--- src/hdl/nla_pkg.sv ---
// Shared types and constants for the nested-loop address generator.
package nla_pkg;

    localparam int ADDR_WIDTH   = 24;
    localparam int COUNT_WIDTH  = 16;
    localparam int JUMP_COUNT   = 5;
    localparam int LEVELS       = 4;
    localparam int LEN_FIELD_W  = 16;
    localparam int JUMP_W       = 24;
    localparam int CFG_W        = 64;
    localparam int CFG_IDX_W    = 3;
    localparam int ADDR_FIELD_W = 24;
    localparam int PLANE_W      = 4;
    localparam int SEL_W        = 5;
    localparam int PREC_W       = 8;
    localparam int IN_TDATA_W   = 8;
    localparam int OUT_TDATA_W  = 40;

    typedef enum logic [2:0] {
        JMP_OUTER   = 3'd0,
        JMP_L1      = 3'd1,
        JMP_L2      = 3'd2,
        JMP_L3      = 3'd3,
        JMP_INNER   = 3'd4,
        JMP_RESTART = 3'd5
    } t_jump;

    typedef enum logic [CFG_IDX_W-1:0] {
        REG_LENGTHS    = 3'd0,
        REG_JUMP_OUTER = 3'd1,
        REG_JUMP_L1    = 3'd2,
        REG_JUMP_L2    = 3'd3,
        REG_JUMP_L3    = 3'd4,
        REG_JUMP_INNER = 3'd5,
        REG_ZZ_SELECT  = 3'd6,
        REG_PRECISIONS = 3'd7
    } t_cfg_reg;

    // one accepted request as seen by the plane stepper
    typedef struct packed {
        logic  fire;
        logic  restart;
        t_jump jump;
    } t_step;

    typedef struct packed {
        logic [SEL_W-1:0]   select;
        logic [PLANE_W-1:0] prec_in;
        logic [PLANE_W-1:0] prec_wt;
    } t_zz_cfg;

endpackage

--- src/hdl/nla_nest.sv ---
// Four-level down-counter nest, jump selection and wrapping address register.
module nla_nest (
    input  logic                            i_clk,
    input  logic                            i_rst_n,
    input  logic                            i_fire,
    input  logic                            i_restart,
    input  logic [nla_pkg::CFG_W-1:0]       i_lengths,
    input  logic [nla_pkg::JUMP_W-1:0]      i_jumps [nla_pkg::JUMP_COUNT],
    output logic [nla_pkg::ADDR_WIDTH-1:0]  o_addr,
    output nla_pkg::t_step                  o_step
);
    import nla_pkg::*;

    logic [COUNT_WIDTH-1:0] r_cnt [LEVELS];
    logic [COUNT_WIDTH-1:0] n_cnt [LEVELS];
    logic [COUNT_WIDTH-1:0] len   [LEVELS];
    logic [LEVELS-1:0]      zero;
    logic [ADDR_WIDTH-1:0]  r_addr;
    logic [ADDR_WIDTH-1:0]  n_addr;
    t_jump                  jump;
    logic [2:0]             jidx;

    always_comb begin
        for (int k = 0; k < LEVELS; k++) begin
            zero[k] = (r_cnt[k] == '0);
            len[k]  = i_lengths[k*LEN_FIELD_W +: COUNT_WIDTH];
        end
    end

    // deepest level whose inner levels are all exhausted
    always_comb begin
        if (i_restart) begin
            jump = JMP_RESTART;
        end else if (&zero) begin
            jump = JMP_OUTER;
        end else if (&zero[3:1]) begin
            jump = JMP_L1;
        end else if (&zero[3:2]) begin
            jump = JMP_L2;
        end else if (zero[3]) begin
            jump = JMP_L3;
        end else begin
            jump = JMP_INNER;
        end
    end

    always_comb begin
        for (int k = 0; k < LEVELS; k++) begin
            if (i_restart || k >= int'(jump)) begin
                n_cnt[k] = len[k];
            end else if (k + 1 == int'(jump)) begin
                n_cnt[k] = r_cnt[k] - 1'b1;
            end else begin
                n_cnt[k] = r_cnt[k];
            end
        end
    end

    assign jidx   = i_restart ? 3'd0 : jump;
    assign n_addr = i_restart ? '0
                  : r_addr + ADDR_WIDTH'(signed'(i_jumps[jidx]));

    always_ff @(posedge i_clk) begin
        if (!i_rst_n) begin
            r_addr <= '0;
            for (int k = 0; k < LEVELS; k++) begin
                r_cnt[k] <= '0;
            end
        end else if (i_fire) begin
            r_addr <= n_addr;
            for (int k = 0; k < LEVELS; k++) begin
                r_cnt[k] <= n_cnt[k];
            end
        end
    end

    assign o_addr         = r_addr;
    assign o_step.fire    = i_fire;
    assign o_step.restart = i_restart;
    assign o_step.jump    = jump;

    a_restart_zero_addr: assert property (@(posedge i_clk) disable iff (!i_rst_n)
        i_fire && i_restart |=> r_addr == '0)
        else $error("address not cleared by restart");

    a_outer_reload: assert property (@(posedge i_clk) disable iff (!i_rst_n)
        i_fire && !i_restart && jump == JMP_OUTER
        |=> r_cnt[0] == $past(len[0]) && r_cnt[3] == $past(len[3]))
        else $error("outer jump did not reload the nest");

endmodule

--- src/hdl/nla_zigzag.sv ---
// Zig-zag stepper for the input/weight bit-plane offsets.
module nla_zigzag (
    input  logic                         i_clk,
    input  logic                         i_rst_n,
    input  nla_pkg::t_step               i_step,
    input  nla_pkg::t_zz_cfg             i_cfg,
    output logic [nla_pkg::PLANE_W-1:0]  o_in_plane,
    output logic [nla_pkg::PLANE_W-1:0]  o_wt_plane,
    output logic                         o_stepped
);
    import nla_pkg::*;

    logic [PLANE_W-1:0] r_d;
    logic [PLANE_W-1:0] r_w;
    logic [PLANE_W-1:0] n_d;
    logic [PLANE_W-1:0] n_w;
    logic [PLANE_W-1:0] st_d;
    logic [PLANE_W-1:0] st_w;
    logic [7:0]         sel_ext;
    logic [5:0]         s;
    logic [5:0]         lim;
    logic [5:0]         q;
    logic [5:0]         d_hi;
    logic               stepped;

    assign sel_ext = {{(8 - SEL_W){1'b0}}, i_cfg.select};
    assign stepped = i_step.fire && !i_step.restart && sel_ext[i_step.jump];

    assign q   = {2'b00, i_cfg.prec_wt} + 6'd1;
    assign s   = {2'b00, r_w} + {2'b00, r_d} + 6'd1;
    assign lim = {2'b00, i_cfg.prec_in} + {2'b00, i_cfg.prec_wt} + 6'd1;
    assign d_hi = s - q + 6'd1;

    always_comb begin
        if (r_w == '0 || r_d == i_cfg.prec_in) begin
            if (s >= lim) begin
                st_d = '0;
                st_w = '0;
            end else if (s >= q) begin
                st_d = d_hi[PLANE_W-1:0];
                st_w = i_cfg.prec_wt;
            end else begin
                st_d = '0;
                st_w = s[PLANE_W-1:0];
            end
        end else begin
            st_d = r_d + 1'b1;
            st_w = r_w - 1'b1;
        end
    end

    always_comb begin
        if (i_step.fire && i_step.restart) begin
            n_d = '0;
            n_w = '0;
        end else if (stepped) begin
            n_d = st_d;
            n_w = st_w;
        end else begin
            n_d = r_d;
            n_w = r_w;
        end
    end

    always_ff @(posedge i_clk) begin
        if (!i_rst_n) begin
            r_d <= '0;
            r_w <= '0;
        end else begin
            r_d <= n_d;
            r_w <= n_w;
        end
    end

    assign o_in_plane = n_d;
    assign o_wt_plane = n_w;
    assign o_stepped  = stepped;

    a_planes_hold: assert property (@(posedge i_clk) disable iff (!i_rst_n)
        i_rst_n && !stepped && !(i_step.fire && i_step.restart)
        |=> $stable(r_d) && $stable(r_w))
        else $error("planes moved without a step");

endmodule

--- src/hdl/nested_loop_address_generator_top.sv ---
// Nested-loop address generator top: configuration registers and result register.
// One request enters per clock: the counter nest, address add and plane stepper
// settle combinationally from their state registers, and the result is captured
// in an output register when the request is accepted. s_axis_tready stays high while
// that register is empty or being drained, so the sustained rate is one result
// per clock; only a stalled m_axis_tready throttles it.
// All counters reset to zero, so a first non-restart step takes the outer jump.
module nested_loop_address_generator_top (
    input  logic                              i_clk,
    input  logic                              i_rst_n,
    input  logic                              i_cfg_we,
    input  logic [nla_pkg::CFG_IDX_W-1:0]     i_cfg_index,
    input  logic [nla_pkg::CFG_W-1:0]         i_cfg_data,
    input  logic                              s_axis_tvalid,
    output logic                              s_axis_tready,
    // [0] restart, [7:1] zero
    input  logic [nla_pkg::IN_TDATA_W-1:0]    s_axis_tdata,
    output logic                              m_axis_tvalid,
    input  logic                              m_axis_tready,
    // [23:0] address, [26:24] jump_taken, [30:27] input_bit_offset,
    // [34:31] weight_bit_offset, [35] zigzag_stepped, [39:36] zero
    output logic [nla_pkg::OUT_TDATA_W-1:0]   m_axis_tdata
);
    import nla_pkg::*;

    logic [CFG_W-1:0]   r_lengths;
    logic [JUMP_W-1:0]  r_jumps [JUMP_COUNT];
    logic [SEL_W-1:0]   r_select;
    logic [PREC_W-1:0]  r_prec;

    logic               fire;
    logic               restart;
    logic [ADDR_WIDTH-1:0] addr;
    t_step              step;
    t_zz_cfg            zz_cfg;
    logic [PLANE_W-1:0] in_plane;
    logic [PLANE_W-1:0] wt_plane;
    logic               stepped;

    logic                   r_out_valid;
    logic [OUT_TDATA_W-1:0] r_out_data;
    logic [OUT_TDATA_W-1:0] n_out_data;

    always_ff @(posedge i_clk) begin
        if (!i_rst_n) begin
            r_lengths <= '0;
            r_select  <= '0;
            r_prec    <= '0;
            for (int k = 0; k < JUMP_COUNT; k++) begin
                r_jumps[k] <= '0;
            end
        end else if (i_cfg_we) begin
            case (t_cfg_reg'(i_cfg_index))
                REG_LENGTHS:    r_lengths  <= i_cfg_data;
                REG_JUMP_OUTER: r_jumps[0] <= i_cfg_data[JUMP_W-1:0];
                REG_JUMP_L1:    r_jumps[1] <= i_cfg_data[JUMP_W-1:0];
                REG_JUMP_L2:    r_jumps[2] <= i_cfg_data[JUMP_W-1:0];
                REG_JUMP_L3:    r_jumps[3] <= i_cfg_data[JUMP_W-1:0];
                REG_JUMP_INNER: r_jumps[4] <= i_cfg_data[JUMP_W-1:0];
                REG_ZZ_SELECT:  r_select   <= i_cfg_data[SEL_W-1:0];
                REG_PRECISIONS: r_prec     <= i_cfg_data[PREC_W-1:0];
                default: ;
            endcase
        end
    end

    assign s_axis_tready = !r_out_valid || m_axis_tready;
    assign fire          = s_axis_tvalid && s_axis_tready;
    assign restart       = s_axis_tdata[0];

    assign zz_cfg.select  = r_select;
    assign zz_cfg.prec_in = r_prec[PLANE_W-1:0];
    assign zz_cfg.prec_wt = r_prec[PREC_W-1:PLANE_W];

    nla_nest u_nest (
        .i_clk     (i_clk),
        .i_rst_n   (i_rst_n),
        .i_fire    (fire),
        .i_restart (restart),
        .i_lengths (r_lengths),
        .i_jumps   (r_jumps),
        .o_addr    (addr),
        .o_step    (step)
    );

    nla_zigzag u_zigzag (
        .i_clk      (i_clk),
        .i_rst_n    (i_rst_n),
        .i_step     (step),
        .i_cfg      (zz_cfg),
        .o_in_plane (in_plane),
        .o_wt_plane (wt_plane),
        .o_stepped  (stepped)
    );

    assign n_out_data = {4'b0000, stepped, wt_plane, in_plane, step.jump,
                         ADDR_FIELD_W'(addr)};

    always_ff @(posedge i_clk) begin
        if (!i_rst_n) begin
            r_out_valid <= 1'b0;
        end else if (fire) begin
            r_out_valid <= 1'b1;
        end else if (m_axis_tready) begin
            r_out_valid <= 1'b0;
        end
    end

    always_ff @(posedge i_clk) begin
        if (fire) begin
            r_out_data <= n_out_data;
        end
    end

    assign m_axis_tvalid = r_out_valid;
    assign m_axis_tdata  = r_out_data;

    a_accept_shows: assert property (@(posedge i_clk) disable iff (!i_rst_n)
        fire |=> r_out_valid && r_out_data[26:24] == $past(step.jump))
        else $error("accepted request not presented");

endmodule

--- config.mk ---
export PLATFORM = sky130hd
export DESIGN_NAME = nested_loop_address_generator_top
export DESIGN_NICKNAME = d
export VERILOG_FILES = /design/src/hdl/nla_pkg.sv /design/src/hdl/nla_nest.sv /design/src/hdl/nla_zigzag.sv /design/src/hdl/nested_loop_address_generator_top.sv
export SDC_FILE = /design/constraint.sdc
export NUM_CORES = 1
export LEC_CHECK = 0
export ABC_AREA = 1
export ABC_CLOCK_PERIOD_IN_PS = 6540
export BUFFER_PORTS_ARGS = -buffer_cell sky130_fd_sc_hd__buf_2
export CELL_PAD_IN_SITES_DETAIL_PLACEMENT = 0
export CELL_PAD_IN_SITES_GLOBAL_PLACEMENT = 2
export CORE_UTILIZATION = 38
export DETAILED_ROUTE_END_ITERATION = 7
export PLACE_DENSITY = 0.83
export SETUP_SLACK_MARGIN = 0.3
export SLEW_MARGIN = 5
export SYNTH_ARGS = -nofsm -noshare
export SYNTH_HDL_FRONTEND = slang
export SYNTH_SLANG_ARGS = --single-unit
export TNS_END_PERCENT = 30
--- constraint.sdc ---
create_clock -name i_clk -period 6.54 [get_ports i_clk]
set_clock_uncertainty 0.15 [all_clocks]
set_input_delay 0.981 -clock i_clk [delete_from_list [all_inputs] [get_ports i_clk]]
set_output_delay 0.981 -clock i_clk [all_outputs]
set_load 0.02 [all_outputs]
**Word-level counts from Yosys, hierarchy flattened**

Memories as Yosys holds them, arrays and structs flattened.
Cells that the tools add are included.

- Output and inout bits: 42
- Word-level logic and storage cells: 123
- Bits in registers: 266
- Bits in writable memories: 64
- Bits of input ports: 80
- Memories: 1

- Reduce and logical (&&, ||, !) cells: 30
- Mux-type cells: 40
- Magnitude comparators: 8
- Eq/ne operators: 12
- $add $sub $neg: 14
- Bitwise gates (word level): 5

Memories:

| memory | words | bits a word | rd ports | clocked after memory_dff | write ports | RTL line | text |
|---|---|---|---|---|---|---|---|
| u_nest.r_cnt | 4 | 16 | 4 | 0 | 4 | nla_nest.sv:14 | `logic [COUNT_WIDTH-1:0] r_cnt [LEVELS];` |

Operator list:

| operator | count |
|---|---|
| 16-bit two-way mux | 12 |
| 24-bit binary-select mux with 3-bit select | 1 |
| 24-bit two-way mux | 3 |
| 16-bit zero test | 4 |
| 16-bit by 1-bit subtractor with 16-bit output, second input constant | 4 |
| 4-bit two-way mux | 10 |
| 24-bit adder | 1 |
| 3-bit two-way mux | 6 |
| 2-bit AND reduction | 9 |
| 3-bit == test, second input constant | 4 |
| 4-bit by 4-bit adder with 5-bit output | 2 |
| 3-bit == test, first input constant | 3 |
| 4-bit by 1-bit adder with 4-bit output, second input constant | 2 |
| 1-bit two-way mux | 7 |
| 5-bit by 1-bit adder with 6-bit output, second input constant | 1 |
| 6-bit by 1-bit adder with 6-bit output, second input constant | 1 |
| 3-bit by 2-bit == test with 1-bit output, second input constant | 2 |
| 1-bit by 3-bit greater-or-equal comparator with 1-bit output, first input constant | 2 |
| 2-bit by 3-bit greater-or-equal comparator with 1-bit output, first input constant | 2 |
| 6-bit by 5-bit greater-or-equal comparator with 1-bit output | 1 |
| 6-bit greater-or-equal comparator | 1 |
| 1-bit logical OR | 6 |
| 4-bit by 1-bit adder with 5-bit output, second input constant | 1 |
| 4-bit == test | 1 |
| other kinds (16) | 23 |

**Logic depth before layout (Yosys ltp)**

An unclocked memory read counts as a cell.

- Depth in word-level cells: 14
- Mapped depth: 31
- Depth with buffers taken out: 29

**Cells and area by module**

A second synthesis with hierarchy kept.

- Cells, all modules: 2491
- Area total of the unflattened synthesis: 17829.6 um^2

By module, submodules not included:

| module | cells each | instances | area each (um^2) | seq. area each (um^2) |
|---|---|---|---|---|
| nested_loop_address_generator_top | 1197 | 1 | 9049.9 | 5044.8 |
| nla_nest | 1071 | 1 | 7365.8 | 2402.3 |
| nla_zigzag | 223 | 1 | 1413.9 | 160.2 |

**Least setup slack after synthesis**

No wires, ideal clock.

- Kind: register -> register
- Start: mem u_nest.r_cnt[3][0]
- End: reg u_nest.r_addr[16] (netlist: u_nest.o_addr[16])
- Arrival: 3661 ps
- Required time: 6278 ps
- Clock period less this slack: 3923 ps
- Cell stages (with the launch flop): 30
- Slack: 2617 ps
- Buffers on the path: 2
- Setup time: 112 ps
- Cells stage by stage: edfxtp_1 > inv_1 > ha_1 > nand2_4 > nor2_4 > nand2_2 > nor2_2 > nand3_1 > nand2_2 > nand2_1 > inv_2 > buf_6 > buf_4 > nand2_1 > nand3_1 > nand3_1 > nand2_1 > ha_1 > inv_1 > fa_1 > o21ai_1 > a21boi_0 > o21ai_1 > a21oi_1 > o21ai_1 > a21oi_1 > nor2_1 > nor2_1 > nand2_1 > nand2_1

RTL lines:

| element | RTL line | text |
|---|---|---|
| from (decl) | nla_nest.sv:14 |  |
| to (signal assigned) | nla_nest.sv:70 | `r_addr <= n_addr;` |
| to (decl) | nla_nest.sv:18 | `logic [ADDR_WIDTH-1:0] r_addr;` |

==> results.md <==
- Die W: roughly 210 um
- Routed WL per cell: 17.1 um
- CTS tree: built
- #FFs+latches synth: 330
- DP HPWL: ~32000 um
- First-pass GRT wire length: 77600 um
- WP data arrival: 5540 ps
- IO Pins: approximately 120
- Resize count post-CTS: 0
- Worst slew margin: 26.3%
- Fin util: 43.9%
- Drc violations: 0
- Root Driver: clkbuf_16
- Pin count of the biggest net entering global routing: roughly 110
- Worst skew pair latency: between 500 and 600 ps
- Worst-Margin Slew: 1100 ps
- Crit end category: flop
- Multiplexer area fraction after synthesis: 0%
- Area Overhead vs Synth: 13.8%
- Largest family of logic cells by synthesized area: simple AND/OR/NAND/NOR gates
- Adder-cell area share of the yosys netlist: slightly below 5%
- Main synth FF type: dfxtp_1
- Crit-path max FO: 46
- Final-report hold violation count: 0
- Compound-Gate Fraction of Synth Area: approximately 15%
- Register clock-pin slew on the reported worst setup and hold paths: around 60 ps
- Synthesized area: around 17000 sq um
- CP startpoint kind: flop
- Number of synthesized flops with an enable pin: 100
- Fin nets: between 2000 and 2500
- Post-route non-filler standard cell count: around 2900
- Routed Antenna Nets: 0
- Area of the die: around 45000 sq um
- CP delay by family, top: simple AND/OR/NAND/NOR gates
- H-tree depth: 2
- Post-CTS Hold Fix Bufs: 0
- Worst path max stage delay: 500 ps
- F_max: around 190 MHz
- Initial DRT Pass Iterations: 5
- Post-synth ARST share: 0%
- Power per cell area: 257 nW/um^2
- RSZ-0062 raised after global routing: false
- Count of cell types in the netlist: 55
- Buf+Inv Stages, Crit Path: 3
- Slowest library cell on the worst path: buf_4
- Clk buf depth: 3
- Global placer's final weighted congestion: 0.826
- WP data required: approximately 6900 ps
- Num rows: 76
- Final worst slack: 1300 ps
- Die Y: about 210 um
- Max-cap viol count: 0
- Iteration-0 DRC Markers: between 700 and 800
- Via count: between 10000 and 15000
- Layout cells sized above 1: 11.8%
- Wirelength, routed: 49100 um
- Status: finished clean
- Crit path time final: approximately 5200 ps
- Static leakage: 8.30 nW
- Syn. warnings: 0
- Setup Viol. Count Final: 0
- CTS Buf Count: 39
- Crit share post-route: between 80 and 90%
- Synth Area in Simple Gates: approximately a quarter
- GRT Overall Usage: around 22%
- Setup TNS: 0 ps
- Starting Density: approximately 39%
- Critical path class: reg2reg
- Clock Sinks: 330
- Setup Buffers After CTS: 0
- Via-per-instance ratio: about 5.0
- Place WS: approximately 1300 ps
- Core footprint: 43100 sq um
- Port Buf Inserts: 110
- Synth Area in XOR/XNOR: under 10%
- Number of global-route vias before repair: around 14000
- Most frequent CP cell: nand2_1
- Hold Path Class: reg2reg
- Antenna violations before repair: 1
- Placed insts: between 2000 and 3000
- VDD IR max: ~200 uV
- Cells after Synth: about 2200
- Final Slew Violations: 0
- Total grt overflow: 0
- Seq/Total Area, Yosys: about 46%
- Syn avg cell area: approximately 7.6 sq um
## layer usage
metal	vias up	wire length [um]	share of wire, %	GRT usage (%)
met5	-	7	0.014	0
met4	2	1230	2.5	6.62
met3	76	2080	4.2	3.42
met2	241	22500	46	36.7
met1	6739	23300	47	29.9
li1	7336	-	-	-
## through the flow
step	hold slack (ps)	power [mW]	area (sq um)
finish	302	4.87	18900
global route	325	5.08	18900
CTS	309	4.93	18900
detailed placement	296	2.77	17700
global placement	290	2.76	17700
floorplan	280	2.60	16600
## logic make-up after synthesis
| family | after synthesis |
|---|---|
| buffers and inverters | 243 |
| other | 1 |
| and+or+nand+nor | 1032 |
| adders and majority gates | 62 |
| AOI/OAI and AO/OA | 461 |
| DFF | 330 |
| xor gates and xnor gates | 55 |
## where the power goes
part / internal (mW) / leakage (nW) / switching [mW]
combinational: 0.143 / 4.77 / 0.321
clock: 1.25 / 0.619 / 0.901
sequential: 2.20 / 2.91 / 0.0531
total: 3.59 / 8.30 / 1.28
## synthesized netlist by cell type, drive strengths merged, types with 15 or more instances
master	number	area (sq um)
o21ai	306	1540
edfxtp	100	3000
inv	137	517
a21oi	115	587
nand2	355	1410
nand3	103	561
nor2	537	2120
xnor2	23	201
nor3	15	85.1
buf	25	145
dfxtp	230	4600
xor2	32	280
ha	57	713
clkbuf	81	308
## worst min-delay path, stage by stage (launching register included)
cell     delay [ps]
dfxtp_1         290
inv_1            60
a21oi_1          50
## flip-flops by register name, indices dropped and copies added (netlist names)
name           count
m_axis_tdata      36
m_axis_tvalid      1
r_jumps          120
r_lengths         64
r_prec             8
r_select           5
u_nest.o_addr     24
u_nest.r_cnt      64
u_zigzag.r_d       4
u_zigzag.r_w       4
## cells in the final DEF, fill, tap and decap left out, drive strengths merged, types with 15 or more instances in the layout
| cell type | n |
|---|---|
| nor2 | 537 |
| nand2 | 355 |
| o21ai | 306 |
| dfxtp | 230 |
| inv | 139 |
| buf | 134 |
| a21oi | 115 |
| nand3 | 103 |
| edfxtp | 100 |
| clkbuf | 60 |
| ha | 57 |
| xor2 | 32 |
| xnor2 | 23 |
| nor3 | 15 |
## final timing paths
| kind | startpoint | end | slack, ps | cells past startpoint |
|---|---|---|---|---|
| setup / recovery | u_nest.r_cnt[0][0] | u_nest.o_addr[16] | 1300 | 26 |
| hold / removal | r_lengths[13] | r_lengths[13] | 300 | 2 |
| setup reg to reg | u_nest.r_cnt[0][0] | u_nest.o_addr[16] | 1300 | 26 |
| hold reg to reg | r_lengths[13] | r_lengths[13] | 300 | 2 |
## cell type report
class | instances | area (sq um)
Fill cell | 4403 | 24200
Antenna cell | 1 | 2.50
Tap cell | 585 | 732
Sequential cell | 330 | 7610
Clock inverter | 12 | 72.6
Inverter | 137 | 517
Timing Repair Buffer | 134 | 733
Clock buffer | 60 | 1180
Multi-Input combinational cell | 1614 | 8080
(Power assumes the default switching activity.)
